[src/llba_pkg.sv]
// Package for the least-loaded bin assigner.
// Holds default sizes and fixed field widths; no dependencies.
`default_nettype none
package llba_pkg;

  // default sizes
  localparam int MAX_BINS_DEF   = 128;
  localparam int COUNT_BITS_DEF = 16;

  // fixed field widths
  localparam int BIN_W = 8;

  // reset value of the bins-in-use register
  localparam logic [BIN_W-1:0] BINS_RESET = 8'd128;

endpackage
`default_nettype wire

[src/llba_cell.sv]
// One bin cell: holds a bin's occupancy counter and takes part in the
// running-minimum search that flows along the row. Depends on llba_pkg.
`default_nettype none
module llba_cell
  import llba_pkg::*;
#(
  parameter int MAX_BINS   = MAX_BINS_DEF,
  parameter int COUNT_BITS = COUNT_BITS_DEF,
  parameter int CELL_IDX   = 0,
  localparam int IDX_W = $clog2(MAX_BINS),
  localparam int CNT_W = $clog2(MAX_BINS + 1)
) (
  input  wire logic                  clk,
  input  wire logic                  rst,
  input  wire logic [CNT_W-1:0]      n_bins,
  input  wire logic                  chg_en,
  input  wire logic [IDX_W-1:0]      chg_idx,
  input  wire logic                  in_vld,
  input  wire logic                  in_have,
  input  wire logic [COUNT_BITS-1:0] in_cnt,
  input  wire logic [IDX_W-1:0]      in_idx,
  output logic                       out_vld,
  output logic                       out_have,
  output logic [COUNT_BITS-1:0]      out_cnt,
  output logic [IDX_W-1:0]           out_idx
);

  localparam logic [IDX_W-1:0] MY_IDX = IDX_W'(CELL_IDX);

  logic [COUNT_BITS-1:0] cnt;
  logic                  active;
  logic                  take;

  assign active = (CNT_W'(CELL_IDX) < n_bins);
  // strict less keeps the lowest index on ties
  assign take   = active && (!in_have || (cnt < in_cnt));

  // occupancy counter, saturating
  always_ff @(posedge clk) begin
    if (rst) begin
      cnt <= '0;
    end else if (chg_en && (chg_idx == MY_IDX) && !(&cnt)) begin
      cnt <= cnt + 1'b1;
    end
  end

  // search token stage
  always_ff @(posedge clk) begin
    if (rst) begin
      out_vld <= 1'b0;
    end else begin
      out_vld <= in_vld;
    end
  end

  always_ff @(posedge clk) begin
    if (take) begin
      out_have <= 1'b1;
      out_cnt  <= cnt;
      out_idx  <= MY_IDX;
    end else begin
      out_have <= in_have;
      out_cnt  <= in_cnt;
      out_idx  <= in_idx;
    end
  end

endmodule
`default_nettype wire

[config.mk]
export PLATFORM = sky130hd
export DESIGN_NAME = llba_cell
export DESIGN_NICKNAME = d
export VERILOG_FILES = /design/src/llba_pkg.sv /design/src/llba_cell.sv
export SDC_FILE = /design/constraint.sdc
export NUM_CORES = 1
export LEC_CHECK = 0
export ABC_AREA = 1
export BUFFER_PORTS_ARGS = -buffer_cell sky130_fd_sc_hd__buf_2
export CORE_MARGIN = 2
export CORE_UTILIZATION = 46
export DETAILED_ROUTE_END_ITERATION = 10
export PLACE_DENSITY = 0.73
export SKIP_LAST_GASP = 1
export SYNTH_ARGS = -nofsm -noshare
export SYNTH_HDL_FRONTEND = slang
export SYNTH_SLANG_ARGS = --single-unit
[constraint.sdc]
create_clock -name clk -period 1.72 [get_ports clk]
set_input_delay 0.086 -clock clk [delete_from_list [all_inputs] [get_ports clk]]
set_output_delay 0.086 -clock clk [all_outputs]
set_load 0.02 [all_outputs]
==> results.cfg <==
[final_layout]
antenna_cells = 0
n_fill_cell = 400
layout-drive-gt1-share = 0.336
postLayoutCoreUtil = 0.657
syn2layout_area_growth_pct = 39.5
num-nets-final = 460

[sta]
fmax_ghz = 0.598
rsz0062_at_grt = yes
worst_slack_ps = 48.8
whs_ps = 8.13
slew_viol_final = 0
finClkSkew_ps = 7.13
tightestPinTransition_ps = 642
relSlewSlack = 0.571
setup_viol = 0
period_needed_ps = 1670
period_share = 0.972
hold_violations = 0

[critical_path]
cp.required_ps = 1900
critPathLaunchType = flip-flop
crit_fanout = 8
reg2reg_depth = 9
slowest_delay_ps = 330
arrival_ps = 1850
crit_path_end_kind = flip-flop
criticalPathCategory = reg -> reg
path_cells = ha_1 -> a21oi_1 -> o21ai_0 -> a21oi_2 -> nand2_2 -> nand2_8 -> nand2_8 -> nand2_2 -> nand2_1
slowest_stage = dfxtp_1

[yosys]
ys_ff_latch = 41
ys_types = 33
syn_area_per_cell_um2 = 7.25
synthesis.area_um2 = 2200
synth_cells = 303
yosysSeqAreaShare = 0.374
yosys_warnings = 0
synth_nets = 362

[grt]
grt_pass1_wl_mm = 8.62
antenna_found_initial = 0
grt-ovfl-total = 0
grt_pass1_vias = 1984
grt_max_degree = 17
grt_usage = 0.208

[placement]
dp_slack_ps = -11.8
post-dp-hpwl_mm = 3.99
gp_routability_congestion = 0.848
port_buffers = 67

[power]
p_per_area_nw_per_um2 = 612
peakVddDrop_uv = 340
p_leak_nw = 1.56

[min_path]
min_path_type = in -> reg
holdPathStages = 3

[floorplan]
start_util = 0.471
io_pins = 68
coreArea_um2 = 4660
die-area_um2 = 5340
die_h_um = 73.1
placementRows = 25
die_w_um = 73.1

[status]
outcome = complete, no violations

[drt]
drtAntennaViolNets = 0
avgViaCountPerCell = 4.91
vias = 2240
drt-initial-drc-count = 86
dr.pass1.iters = 4
drt-total-wl_mm = 5.40
drcViolationCount = 0
post_drt_wl_per_cell_um = 11.9

[clocking]
clock_latency_ps = 290
numCtsBuffers = 5
cts.sinks = 41
htree_levels = 2
cts_tree = built
clk_path_buf_depth = 2
clk_pin_slew_ps = 80
root_buffer = clkbuf_8

[job]
maxCapViolations = 0
-- power by group --
part           leakage [nW]  total [mW]  internal (mW)  switching [mW]
Sequential            0.333       0.950          0.950        0.000767
Clock                0.0585       0.796          0.473           0.323
Combinational          1.17       0.128         0.0642          0.0635
-- cell usage after synthesis --
cell type	instances	share of area
nand2_2	3	0.0085
ha_1	16	0.091
or2_0	1	0.0029
dfxtp_1	41	0.37
nor2_1	23	0.039
o21bai_1	1	0.0034
nor2_2	1	0.0029
a21oi_1	18	0.041
nand2_4	1	0.0051
nor3_2	1	0.0046
o21ai_0	6	0.014
a21boi_1	1	0.0034
nor4_1	3	0.0085
nand2_1	83	0.14
o21ai_1	1	0.0023
buf_2	2	0.0046
nand4_1	3	0.0085
o21ai_4	1	0.0074
nand3_1	27	0.062
inv_2	2	0.0034
a21boi_0	6	0.021
clkbuf_1	3	0.0051
nand3_2	1	0.0046
or2_2	1	0.0029
nor3_1	8	0.018
nor3_4	1	0.0074
nor3b_2	1	0.0057
xor2_1	5	0.020
xnor2_1	3	0.012
inv_1	35	0.060
and2_1	1	0.0029
and3_1	1	0.0029
buf_6	2	0.010
-- critical path: cells and delay by family, from the launching register on --
family	cells	cell delay, ps
AND/OR/NAND/NOR	5	480
adder cells (fa/ha/maj)	1	290
flip-flops	1	330
AO/OA/AOI/OAI	3	470
-- stage by stage --
step	power (mW)	instance area, um^2	TNS (ps)	cells
global placement	1.08	2750	-2.11	441
finish	1.87	3060	0	456
floorplan	1.02	2200	0	303
CTS	1.89	2930	0	455
global route	1.95	3060	-988	456
detailed placement	1.09	2750	-11.8	441
-- flip-flops by register name (all words and copies together) (netlist names) --
name and cells:
cnt 16, out_cnt 16, out_have 1, out_idx 7, out_vld 1
-- per-layer routing --
| metal | global-route usage | routed length, um | part of all wire |
|---|---|---|---|
| met5 | 0 | 0 | 0 |
| met1 | 0.257 | 2340 | 0.43 |
| met4 | 0.0782 | 103 | 0.019 |
| met3 | 0.0359 | 232 | 0.043 |
| met2 | 0.357 | 2730 | 0.51 |
-- layout by cell type, fill, tap and decap left out, types with 6 or more instances in the layout --
cell and count:
nand2_1 75, buf_2 65, dfxtp_1 37, inv_1 33
nand3_1 26, nor2_1 23, buf_4 22, a21oi_1 15
ha_1 14, nand2_2 10, nor3_1 6, o21ai_0 6
clkbuf_8 6
-- logic make-up after synthesis --
kind of cell    Yosys count  share of synthesized area
compound gates           34                     0.0917
buf+inv                  44                     0.0832
fa+ha+maj                16                     0.0912
xor+xnor                  8                     0.0319
simple gates            160                      0.328
flops                    41                      0.374
-- what timing repair did --
action,CTS,global route
cloned,1,2
endpoints found under the hold margin,5,0
setup buffers,0,1
pin swaps,1,6
gates resized for setup,2,32
hold buffers,5,0
endpoints found under the setup margin,8,27
-- area by class of cell --
class / instances / area [um^2] / share of cell area
clock buffers: 7 / 86.3 / 0.0282
clock inverters: 1 / 30.0 / 0.00980
inverters: 37 / 139 / 0.0453
multi-input cells: 220 / 1320 / 0.429
flip-flops and latches: 41 / 828 / 0.270
well taps: 54 / 67.6 / 0.0221
repair buffers: 96 / 597 / 0.195
-- final timing paths --
path / start / to / slack [ps]
worst max register to register: cnt[9] / out_cnt[3] / 50
worst min register to register: cnt[6] / out_cnt[6] / 540
worst min-delay path: in_cnt[2] / out_cnt[2] / 8
worst max-delay path: cnt[9] / out_cnt[3] / 50
Note: power is estimated with default switching activity, not from simulation.
